[src/rtl/e2c_pkg.sv]
// Package for the epoch to calendar unit: shared widths, types and helpers.
// No dependencies.
package e2c_pkg;

    localparam int EPOCH_W = 32;
    localparam int DAYS_W  = 16;
    localparam logic [8:0] YEAR_DAYS = 9'd365;

    // Result fields of one item.
    typedef struct packed {
        logic              valid_res;
        logic [4:0]        mday;
        logic [3:0]        month;
        logic [8:0]        yday;
        logic signed [7:0] year_from_2000;
        logic [2:0]        weekday;
        logic [15:0]       days_since_epoch;
        logic [4:0]        hour;
        logic [5:0]        minute;
        logic [5:0]        second;
    } cal_res_t;

    // Gregorian leap rule for a year counted from 1970 (only 2100 is a non-leap century in range).
    function automatic logic leap_at(input logic [7:0] yoff);
        logic [7:0] y;
        y = yoff + 8'd2;
        leap_at = (y[1:0] == 2'b00) && (yoff != 8'd130);
    endfunction

    // Cumulative day count before each month, one more from March on in a leap year; month index 0..11.
    function automatic logic [8:0] month_start(input logic [3:0] m, input logic leap);
        logic [8:0] s;
        unique case (m)
            4'd0:    s = 9'd0;
            4'd1:    s = 9'd31;
            4'd2:    s = 9'd59;
            4'd3:    s = 9'd90;
            4'd4:    s = 9'd120;
            4'd5:    s = 9'd151;
            4'd6:    s = 9'd181;
            4'd7:    s = 9'd212;
            4'd8:    s = 9'd243;
            4'd9:    s = 9'd273;
            4'd10:   s = 9'd304;
            4'd11:   s = 9'd334;
            default: s = 9'd511;
        endcase
        if (leap && (m >= 4'd2) && (m <= 4'd11))
        begin
            s = s + 9'd1;
        end
        month_start = s;
    endfunction

    // Weekday from the day count, 1 is Sunday; 1970-01-01 was a Thursday.
    // The remainder by seven uses a reciprocal that can be one high and is corrected.
    function automatic logic [2:0] weekday_of(input logic [15:0] d);
        logic [16:0] x;
        logic [30:0] p;
        logic [13:0] q;
        logic [16:0] q7;
        x  = {1'b0, d} + 17'd4;
        p  = {14'd0, x} * 31'd9363;            // ceil(2^16/7)
        q  = p[29:16];
        q7 = {q, 3'd0} - {3'd0, q};
        if (q7 > x)
        begin
            q7 = q7 - 17'd7;
        end
        weekday_of = 3'(x - q7) + 3'd1;
    endfunction

endpackage

[src/rtl/e2c_date_split.sv]
// Date stages: year from the day count, then month and day of month.
// Depends on e2c_pkg.
module e2c_date_split (
    input  logic        clk,
    input  logic        rst_n,
    input  logic        en,
    input  logic        in_vld,
    input  logic [15:0] days,
    output logic        out_vld,
    output logic [7:0]  yoff,
    output logic [8:0]  doy,
    output logic [3:0]  month,
    output logic [4:0]  dom
);
    import e2c_pkg::*;

    // Stage A: year estimate days*4/1461 rounded down; Stage B: correct; Stage C: month.
    logic        va_reg, vb_reg, vc_reg;
    logic [15:0] da_reg;
    logic [7:0]  ya_reg, yb_reg, yc_reg;
    logic [8:0]  db_reg, dc_reg;
    logic [3:0]  mc_reg;
    logic [4:0]  domc_reg;

    logic [33:0] pa;
    logic [7:0]  ya_next;
    logic [16:0] ystart;
    logic [16:0] yrem;
    logic [7:0]  yb_next;
    logic [8:0]  db_next;
    logic        lp;
    logic [3:0]  mc_next;
    logic [8:0]  ms;
    logic [8:0]  mnext;

    always_comb
    begin
        // days*4/1461 via reciprocal, within one year of the true year.
        pa      = {18'd0, days} * 34'd11484;       // ceil(2^22*4/1461)
        ya_next = 8'(pa[33:22]);
        // Days before year ya_reg from 1970, with 2100 not leap.
        ystart  = 17'(({9'd0, ya_reg} * 17'd365) + ((17'(ya_reg) + 17'd1) >> 2));
        if (ya_reg > 8'd130)
        begin
            ystart = ystart - 17'd1;
        end
        yb_next = ya_reg;
        yrem    = {1'b0, da_reg} - ystart;
        if (ystart > {1'b0, da_reg})
        begin
            yb_next = ya_reg - 8'd1;
            yrem    = yrem + (leap_at(yb_next) ? 17'd366 : 17'd365);
        end
        else if (yrem >= (leap_at(ya_reg) ? 17'd366 : 17'd365))
        begin
            yrem    = yrem - (leap_at(ya_reg) ? 17'd366 : 17'd365);
            yb_next = ya_reg + 8'd1;
        end
        db_next = yrem[8:0];
        // Month: last month whose start is at or below the day.
        lp      = leap_at(yb_reg);
        mc_next = 4'd0;
        for (int i = 1; i < 12; i++)
        begin
            if (month_start(4'(i), lp) <= db_reg)
            begin
                mc_next = 4'(i);
            end
        end
        ms    = month_start(mc_next, lp);
        mnext = db_reg - ms + 9'd1;
    end

    always_ff @(posedge clk or negedge rst_n)
    begin
        if (!rst_n)
        begin
            va_reg <= 1'b0;
            vb_reg <= 1'b0;
            vc_reg <= 1'b0;
        end
        else if (en)
        begin
            va_reg <= in_vld;
            vb_reg <= va_reg;
            vc_reg <= vb_reg;
        end
    end

    always_ff @(posedge clk)
    begin
        if (en)
        begin
            da_reg   <= days;
            ya_reg   <= ya_next;
            yb_reg   <= yb_next;
            db_reg   <= db_next;
            yc_reg   <= yb_reg;
            dc_reg   <= db_reg;
            mc_reg   <= mc_next + 4'd1;
            domc_reg <= mnext[4:0];
        end
    end

    assign out_vld = vc_reg;
    assign yoff    = yc_reg;
    assign doy     = dc_reg;
    assign month   = mc_reg;
    assign dom     = domc_reg;
endmodule

[config.mk]
export PLATFORM = sky130hd
export DESIGN_NAME = e2c_date_split
export DESIGN_NICKNAME = d
export VERILOG_FILES = /design/src/rtl/e2c_pkg.sv /design/src/rtl/e2c_date_split.sv
export SDC_FILE = /design/constraint.sdc
export NUM_CORES = 1
export LEC_CHECK = 0
export BUFFER_PORTS_ARGS = -buffer_cell sky130_fd_sc_hd__buf_4
export CORE_ASPECT_RATIO = 0.9
export CORE_MARGIN = 4
export CORE_UTILIZATION = 35
export DETAILED_ROUTE_END_ITERATION = 10
export PLACE_DENSITY = 0.53
export SYNTH_ARGS = -nofsm -noshare
export SYNTH_HDL_FRONTEND = slang
export SYNTH_SLANG_ARGS = --single-unit
export TNS_END_PERCENT = 100
[constraint.sdc]
create_clock -name clk -period 8.61 [get_ports clk]
set_input_delay 0.861 -clock clk [delete_from_list [all_inputs] [get_ports clk]]
set_output_delay 0.861 -clock clk [all_outputs]
set_load 0.01 [all_outputs]
* Yosys cells after proc, flatten, opt, wreduce, memory -nomap -nowiden
Memory sizes are Yosys's and may differ from the RTL's.
Index checks and enable logic that the tools add are counted.
** Operators by class
- Add/subtract/negate cells :: 15
- Multiply operators :: 2
- Order comparisons :: 16
- Eq/ne operators :: 3
- Muxes and demuxes :: 29
- Reduce and logical (&&, ||, !) cells :: 8
** Operators by type and width (count)
- $le A8 B9 Y1 :: 4
- $mul A16 B12 Y28 const B :: 1
- $le A9 B9 Y1 :: 3
- $ne A8 B8 Y1 const B :: 3
- $mux W4 :: 5
- $le A7 B9 Y1 :: 2
- $mux W3 :: 6
- $mux W9 :: 2
- $add A17 B7 Y17 :: 1
- $ge A17 B9 Y1 :: 1
- $gt A17 B16 Y1 :: 1
- $mul A8 B9 Y17 const B :: 1
- $mux W17 :: 1
- $sub A16 B17 Y17 :: 1
- $sub A17 B1 Y17 const B :: 1
- $mux W8 :: 2
- $mux W2 :: 6
- $add A5 B1 Y5 const B :: 2
- $add A8 B1 Y9 const B :: 1
- $add A9 B9 Y9 :: 1
- $le A5 B9 Y1 const A :: 1
- $le A6 B9 Y1 :: 1
- $sub A9 B9 Y9 :: 1
- $add A8 B1 Y8 const B :: 1
- other kinds (11) :: 24
** Storage, ports and cells
- Register bits :: 70
- ROM bits :: 144
- Input port bits :: 20
- Output and inout port bits :: 27
- Word-level logic and storage cells :: 85
- Memories :: 1
** Memories
- (name not given) :: words 16, bits a word 9, rd ports 1, clocked after Yosys merged registers in 0, write ports 0, RTL line e2c_pkg.sv:33 : unique case (m)

* Logic depth before layout (Yosys ltp)
Gate-level depths: netlist (run 1).
- Depth in word-level cells :: 21
- Mapped depth :: 33
- Depth with buffers taken out :: 31

* Least setup slack after synthesis (run 1)
Ideal clock, no wire load.
- Kind :: reg-to-reg
- From :: register ya_reg[4]
- To :: register yb_reg[7], data pin
- Setup time :: 0.264 ns
- Arrival time :: 7.000 ns
- Required time :: 8.346 ns
- Setup slack :: 1.346 ns
- Cell stages (with the launch flop) :: 31
- Buffers on the path :: 0
- Clock period less this slack :: 7.264 ns
- Cell sequence :: edfxtp_1 > ha_1 > nand4_1 > xnor2_1 > fa_1 > ha_1 > ha_1 > inv_1 > fa_1 > inv_1 > ha_1 > inv_1 > fa_1 > nand2b_2 > a211oi_2 > o21a_1 > o22ai_1 > or4_4 > nor2_8 > nand2_1 > nor2_1 > xnor2_1 > ha_1 > nand2_1 > a22oi_1 > o21ai_0 > or4_1 > nand4b_1 > nor4_4 > o21bai_1 > a21oi_1
** Between the ends
- Word-level cells in the longest chain between the ends :: 8
** Ends and longest elaborated chain
- from (decl) :: RTL line e2c_date_split.sv:20 : logic [7:0] ya_reg, yb_reg, yc_reg;
- from (signal assigned) :: RTL line e2c_date_split.sv:95 : ya_reg <= ya_next;
- $mul A8 B9 Y17 or $add A8 B1 Y9 (tied branches) :: RTL line e2c_date_split.sv:42 : ystart = 17'(({9'd0, ya_reg} * 17'd365) + ((17'(ya_reg) + 17'd1) >> 2));
- $add A17 B7 Y17 :: RTL line e2c_date_split.sv:42
- $sub A17 B1 Y17 :: RTL line e2c_date_split.sv:45 : ystart = ystart - 17'd1;
- $mux W17 :: RTL line e2c_date_split.sv:43 : if (ya_reg > 8'd130)
- $sub A16 B17 Y17 :: RTL line e2c_date_split.sv:48 : yrem = {1'b0, da_reg} - ystart;
- $ge A17 B9 Y1 :: RTL line e2c_date_split.sv:54 : else if (yrem >= (leap_at(ya_reg) ? 17'd366 : 17'd365))
- $mux W8 :: RTL line e2c_date_split.sv:54
- $mux W8 * :: RTL line e2c_date_split.sv:49 : if (ystart > {1'b0, da_reg})
- named net yb_next[7] :: RTL line e2c_date_split.sv:29 : logic [7:0] yb_next;
- to (signal assigned) :: RTL line e2c_date_split.sv:96 : yb_reg <= yb_next;
- to (decl) :: RTL line e2c_date_split.sv:20
Mark *: on every way through the listed nets, which the timed path passes. The rest lies on a longest branch.
A chain may end at the register's enable or synchronous reset.

* Worst setup path after layout (run 1)
- From :: register ya_reg[4]
- To :: register yb_reg[6], data pin
Same word-level chain as after synthesis.

==> results.cfg, run 1 <==
[clocking]
h-tree-depth = 3
clockBufferDepth = 2
worstSkewPairLatency_ns = 0.35
cts_tree = built
holdBufCountCts = 0
cts-resized-gates = 0
cts.root.buffer_cell = sky130_fd_sc_hd__clkbuf_16
cts_buffers = 9
postCtsSetupRepairBufs = 0
cts.reportedPaths.clkPinSlew_ns = 0.07
clkSinkCount = 70

[synthesis]
synth_edf_count = 67
mappedNetlistArea_mm2 = 0.0106
synthDominantCellAreaShare = 0.234
synth.net_count = 1407
post-synth-top-count-cell = sky130_fd_sc_hd__inv_1
syn_avg_cell_area_um2 = 9.79
post_synth_num_cell_types = 74
synth-main-ff-cell = sky130_fd_sc_hd__edfxtp_1
post_synth_main_area_contributors = sky130_fd_sc_hd__ha_1 (23%), sky130_fd_sc_hd__fa_1 (19%), sky130_fd_sc_hd__edfxtp_1 (19%)
synth.largest_area_cell = sky130_fd_sc_hd__ha_1
netlist_top_cells_count = sky130_fd_sc_hd__inv_1 (245), sky130_fd_sc_hd__ha_1 (199), sky130_fd_sc_hd__fa_1 (101)
number_of_instances_in_the_synthesized_netlist = 1087
yosysWarnings = 0
fraction_of_registers_with_async_set_reset = 0.0429
synth-seq-cells = 70
synth_sequential_area_ratio = 0.196

[setup_path]
critical-path-top-delay-family = adder cells
cpPeakStageDelay_ns = 0.58
logic_depth_of_the_worst_path_buffers_included = 29
cp_max_fo = 12
worstSetupEndpointType = flip-flop
required_ns = 8.70
critPathArrivalTime_ns = 8.14
cp-start-kind = flip-flop
reg2reg_depth = 29
crit_type = flip-flop to flip-flop
buffers_plus_inverters_on_the_worst_setup_path = 3
worst_path_max_delay_cell = sky130_fd_sc_hd__edfxtp_1
cell_type_with_the_highest_occurrence_count_on_the_critical_path = sky130_fd_sc_hd__ha_1

[sta]
max-slew-margin-rel = 0.401
drv_slew = 0
max_clock_freq_ghz = 0.124
timing.clock.skew_ns = 0.0119
final_period_minus_worst_setup_slack_ns = 8.05
fin_setup_tns_ns = 0
number_of_hold_violations_in_the_final_report = 0
final.period_utilization = 0.935
tightest_slew_ns = 0.899
grt_setup_unrepaired = false
layout_setup_ws_ns = 0.562
finalSetupViolCount = 0

[global_routing]
globalRouteOverflowTotal = 0
global_route_wire_length_before_repair_um = 38000
groute.usage.overall = 0.140
vias_in_the_first_global_route = 7401
number_of_antenna_violations_at_the_first_check_in_global_routing = 0
pin_count_of_the_biggest_net_entering_global_routing = 71

[place]
detailedPlace.worstSlack_ns = 0.607
dpl-instance-area_mm2 = 0.0114
buffer_ports.inserted = 46
gp_congestion = 0.847
dp.final_hpwl_um = 18900

[final_layout]
nFillCells = 2985
ant_cells = 0
stdcell_area_mm2 = 0.0117
num-nets-final = 1454
flow.area_growth_from_synthesis_pct = 10.3
drive_above_1_share = 0.0790
largest_register_ffs = 16

[die]
floorplan.rows = 60
io-pin-count = 47
chipHeight_um = 173
chipWidth_um = 192
core_outline_area_mm2 = 0.0300
fp.dieArea_mm2 = 0.0333
starting_density_of_the_core = 0.355

[run]
cap_viol_max_count = 0

[detailed_routing]
detail_route.drc_violations = 0
num_vias = 7428
first_drt_pass_iteration_count = 5
route.antenna.remaining_nets = 0
viasPerCell = 4.82
first_iter_violations = 432
wirelength_routed_um = 22500
routed_wire_length_per_instance_um = 14.6

[run_status]
run_status = completed

[hold_path]
worst_hold_path_type = input pin to async pin
[final timing paths]
| path | startpoint | to | slack [ns] |
|---|---|---|---|
| setup / recovery | ya_reg[4]$_DFFE_PP_ | yb_reg[6]$_DFFE_PP_ | 0.56 |
| hold / removal | rst_n | out_vld$_DFFE_PN0P_ | 0.29 |
| setup reg to reg | ya_reg[4]$_DFFE_PP_ | yb_reg[6]$_DFFE_PP_ | 0.56 |
| hold reg to reg | yb_reg[6]$_DFFE_PP_ | yoff[6]$_DFFE_PP_ | 0.45 |
| max in group asynchronous | rst_n | va_reg$_DFFE_PN0P_ | 8.23 |
| min in group clk | yb_reg[6]$_DFFE_PP_ | yoff[6]$_DFFE_PP_ | 0.45 |
[per-stage QoR]
stage	hold slack, ns	util	std cells
3_3_place_gp	0.437	0.382	1526
5_1_grt	0.277	0.392	1542
3_5_place_dp	0.436	0.382	1526
4_1_cts	0.271	0.392	1542
6_report	0.287	0.392	1542
2_1_floorplan	0.424	-	1087
[worst reg2reg max path, delay by kind of cell, from the launching register on]
family          cells  cell delay (ns)
compound gates      6             1.31
xor+xnor            4             0.67
fa+ha+maj           7             2.49
buf+inv             3             0.29
flops               1             0.58
simple gates        9             2.45
[kinds of logic (layout without fill, tap and decap cells)]
logic type               Yosys count  in the layout  synth area share
AO/OA/AOI/OAI                    189            189             0.123
XOR/XNOR                          77             77            0.0634
AND/OR/NAND/NOR                  178            178            0.0869
buffers and inverters            261            313            0.0949
flip-flops                        70             70             0.196
adder cells (fa/ha/maj)          300            300             0.424
multiplexers                      12             12            0.0119
[routing by layer]
metal	wire length [um]	global-route usage
met1	11300	0.205
met2	10300	0.225
met3	732	0.0181
met4	244	0.0260
met5	0	0
[layout make-up]
cell class,count,area (um^2),share of cell area
clock inverter,7,62.6,0.00533
tap,403,504,0.0430
sequential,70,2090,0.178
inverter,245,920,0.0784
timing repair buffer,52,390,0.0333
clock buffer,9,225,0.0192
multi-input combinational,756,7540,0.643
[layout by cell type, fill, tap and decap left out, types with 4 or more instances in the layout]
| cell type | n |
|---|---|
| sky130_fd_sc_hd__a21boi_0 | 5 |
| sky130_fd_sc_hd__o21ai_0 | 36 |
| sky130_fd_sc_hd__o21a_1 | 7 |
| sky130_fd_sc_hd__xnor2_1 | 51 |
| sky130_fd_sc_hd__a211oi_1 | 5 |
| sky130_fd_sc_hd__o31ai_1 | 5 |
| sky130_fd_sc_hd__fa_1 | 101 |
| sky130_fd_sc_hd__nor2b_1 | 6 |
| sky130_fd_sc_hd__nand2b_1 | 6 |
| sky130_fd_sc_hd__nor3_1 | 13 |
| sky130_fd_sc_hd__or3_1 | 5 |
| sky130_fd_sc_hd__inv_1 | 245 |
| sky130_fd_sc_hd__nor4_1 | 4 |
| sky130_fd_sc_hd__a211o_1 | 4 |
| sky130_fd_sc_hd__nand2_1 | 41 |
| sky130_fd_sc_hd__a22oi_1 | 4 |
| sky130_fd_sc_hd__and2_1 | 4 |
| sky130_fd_sc_hd__a31oi_1 | 11 |
| sky130_fd_sc_hd__o211ai_1 | 8 |
| sky130_fd_sc_hd__nor2_1 | 51 |
| sky130_fd_sc_hd__mux2_2 | 5 |
| sky130_fd_sc_hd__nand3_1 | 15 |
| sky130_fd_sc_hd__o22ai_1 | 7 |
| sky130_fd_sc_hd__edfxtp_1 | 67 |
| sky130_fd_sc_hd__ha_1 | 199 |
| sky130_fd_sc_hd__a21oi_1 | 39 |
| sky130_fd_sc_hd__clkbuf_16 | 9 |
| sky130_fd_sc_hd__a21o_1 | 20 |
| sky130_fd_sc_hd__buf_4 | 52 |
| sky130_fd_sc_hd__nand4_1 | 9 |
| sky130_fd_sc_hd__o21bai_1 | 7 |
| sky130_fd_sc_hd__xor2_1 | 26 |
| sky130_fd_sc_hd__mux2i_1 | 7 |
Power of run 1 is left out: the tool's default activity adds up to more than one toggle a clock period on the data nets, which glitch-free logic cannot reach.
==> inputs of run 2 (changes only) <==
--- a/config.mk
+++ b/config.mk
@@ -5,12 +5,12 @@
 export SDC_FILE = /design/constraint.sdc
 export NUM_CORES = 1
 export LEC_CHECK = 0
-export BUFFER_PORTS_ARGS = -buffer_cell sky130_fd_sc_hd__buf_4
 export CORE_ASPECT_RATIO = 0.9
 export CORE_MARGIN = 4
 export CORE_UTILIZATION = 35
 export DETAILED_ROUTE_END_ITERATION = 10
-export PLACE_DENSITY = 0.53
+export DONT_BUFFER_PORTS = 1
+export PLACE_DENSITY = 0.52
 export SYNTH_ARGS = -nofsm -noshare
 export SYNTH_HDL_FRONTEND = slang
 export SYNTH_SLANG_ARGS = --single-unit
==> run 2 against run 1 <==
Clock-buffer cell count unchanged. Register-to-register slack better by 0.02 ns. Global-route usage up 0.27 points. Sequential share of layout area up 0.53 points. First-iteration DRC count up 6.5%. Wire length up 1.5%. Core utilization down 1.1 points. Worst setup slack better by 0.015 ns. Critical path depth up 3. Clock skew up 0.00092 ns. Die area unchanged. Critical endpoint is now db_reg[8]$_DFFE_PP_. Highest routed layer unchanged.
==> results.cfg, run 2 (synthesis gave the netlist of run 1 again) <==
[sta]
number_of_hold_violations_in_the_final_report = 0
fin_setup_tns_ns = 0
layout_setup_ws_ns = 0.577
final.period_utilization = 0.933
grt_setup_unrepaired = false
tightest_slew_ns = 0.751
drv_slew = 0
final_period_minus_worst_setup_slack_ns = 8.03
finalSetupViolCount = 0
timing.clock.skew_ns = 0.0128
max-slew-margin-rel = 0.496
max_clock_freq_ghz = 0.124

[final_layout]
most-common-layout-cells = sky130_fd_sc_hd__inv_1 (245), sky130_fd_sc_hd__ha_1 (199), sky130_fd_sc_hd__fa_1 (101)
final-seq-area_mm2 = 0.00209
nFillCells = 3007
finalNonFillerCells = 1496
multiInputGateArea_mm2 = 0.00755
ant_cells = 0
num-nets-final = 1408
flow.area_growth_from_synthesis_pct = 7.07
drive_above_1_share = 0.0412
largest_register_ffs = 16
final_common_cell = sky130_fd_sc_hd__inv_1

[die]
starting_density_of_the_core = 0.355
floorplan.rows = 60
io-pin-count = 47
fp.dieArea_mm2 = 0.0333
chipWidth_um = 192
core_outline_area_mm2 = 0.0300
chipHeight_um = 173

[detailed_routing]
num_vias = 7330
detail_route.drc_violations = 0
first_iter_violations = 460
first_drt_pass_iteration_count = 6
routed_wire_length_per_instance_um = 15.3
viasPerCell = 4.90
route.antenna.remaining_nets = 0
wirelength_routed_um = 22900

[setup_path]
cpPeakStageDelay_ns = 0.72
critical-path-top-delay-family = simple AND/OR/NAND/NOR gates
cp-start-kind = flip-flop
crit_type = flip-flop to flip-flop
crit-reg2reg-launch = ya_reg[1]$_DFFE_PP_
worst_path_max_delay_cell = sky130_fd_sc_hd__edfxtp_1
reg2reg_depth = 32
buffers_plus_inverters_on_the_worst_setup_path = 5
worstSetupEndpointType = flip-flop
cell_type_with_the_highest_occurrence_count_on_the_critical_path = sky130_fd_sc_hd__ha_1
cp_max_fo = 15
worst_r2r_endpoint = db_reg[8]$_DFFE_PP_
critPathArrivalTime_ns = 8.11
timing.reg2reg.setup_slack_ns = 0.58
required_ns = 8.68
logic_depth_of_the_worst_path_buffers_included = 32

[run_status]
run_status = completed

[run]
cap_viol_max_count = 0

[hold_path]
worst_hold_path_type = input pin to async pin

[clocking]
holdBufCountCts = 0
clkSinkCount = 70
clockBufferDepth = 2
cts-resized-gates = 0
cts_buffers = 9
cts.reportedPaths.clkPinSlew_ns = 0.07
cts.root.buffer_cell = sky130_fd_sc_hd__clkbuf_16
cts_tree = built
postCtsSetupRepairBufs = 0
worstSkewPairLatency_ns = 0.34
h-tree-depth = 3

[global_routing]
globalRouteOverflowTotal = 0
number_of_antenna_violations_at_the_first_check_in_global_routing = 0
pin_count_of_the_biggest_net_entering_global_routing = 71
vias_in_the_first_global_route = 7572
groute.usage.overall = 0.143
global_route_wire_length_before_repair_um = 38800

[place]
buffer_ports.inserted = 0
dp.final_hpwl_um = 19100
placed_cells_incl_taps = 1480
gp_congestion = 0.849
detailedPlace.worstSlack_ns = 0.583
[run 2: cell types whose count changed in the layout (fill, tap and decap cells not counted)]
cell                         delta
sky130_fd_sc_hd__clkinvlp_4     +1
sky130_fd_sc_hd__nor4_2         +1
sky130_fd_sc_hd__nor4_1         -1
sky130_fd_sc_hd__clkinv_4       -1
sky130_fd_sc_hd__buf_4         -46
[run 2: area by class of cell]
class                   instances  share of cell area
clock buffers                   9              0.0198
clock inverters                 7             0.00538
inverters                     245              0.0807
multi-input cells             756               0.663
flip-flops and latches         70               0.183
well taps                     403              0.0443
repair buffers                  6             0.00395
[run 2: metrics by stage]
step	utilization	hold slack [ns]	cell area, um^2
after floorplan	-	0.424	10600
after global placement	0.371	0.433	11100
after detailed placement	0.371	0.436	11100
after CTS	0.380	0.195	11400
after global routing	0.380	0.193	11400
final	0.380	0.217	11400
[run 2: metal layers]
layer | wire length [um] | GRT usage
met1 | 11600 | 0.207
met2 | 10200 | 0.225
met3 | 704 | 0.0240
met4 | 408 | 0.0314
met5 | 0 | 0
[run 2: worst max path at each step]
| stage | end | slack (ns) | from |
|---|---|---|---|
| 4_1_cts | yb_reg[6]$_DFFE_PP_ | 0.57 | ya_reg[1]$_DFFE_PP_ |
| 2_1_floorplan | yb_reg[7]$_DFFE_PP_ | 1.35 | ya_reg[4]$_DFFE_PP_ |
| 3_5_place_dp | yb_reg[6]$_DFFE_PP_ | 0.58 | ya_reg[1]$_DFFE_PP_ |
| 5_1_grt | yb_reg[7]$_DFFE_PP_ | 0.009 | ya_reg[1]$_DFFE_PP_ |
| 6_report | db_reg[8]$_DFFE_PP_ | 0.58 | ya_reg[1]$_DFFE_PP_ |
| 3_3_place_gp | yb_reg[5]$_DFFE_PP_ | 0.77 | ya_reg[4]$_DFFE_PP_ |
Power of run 2 is left out for the same reason.
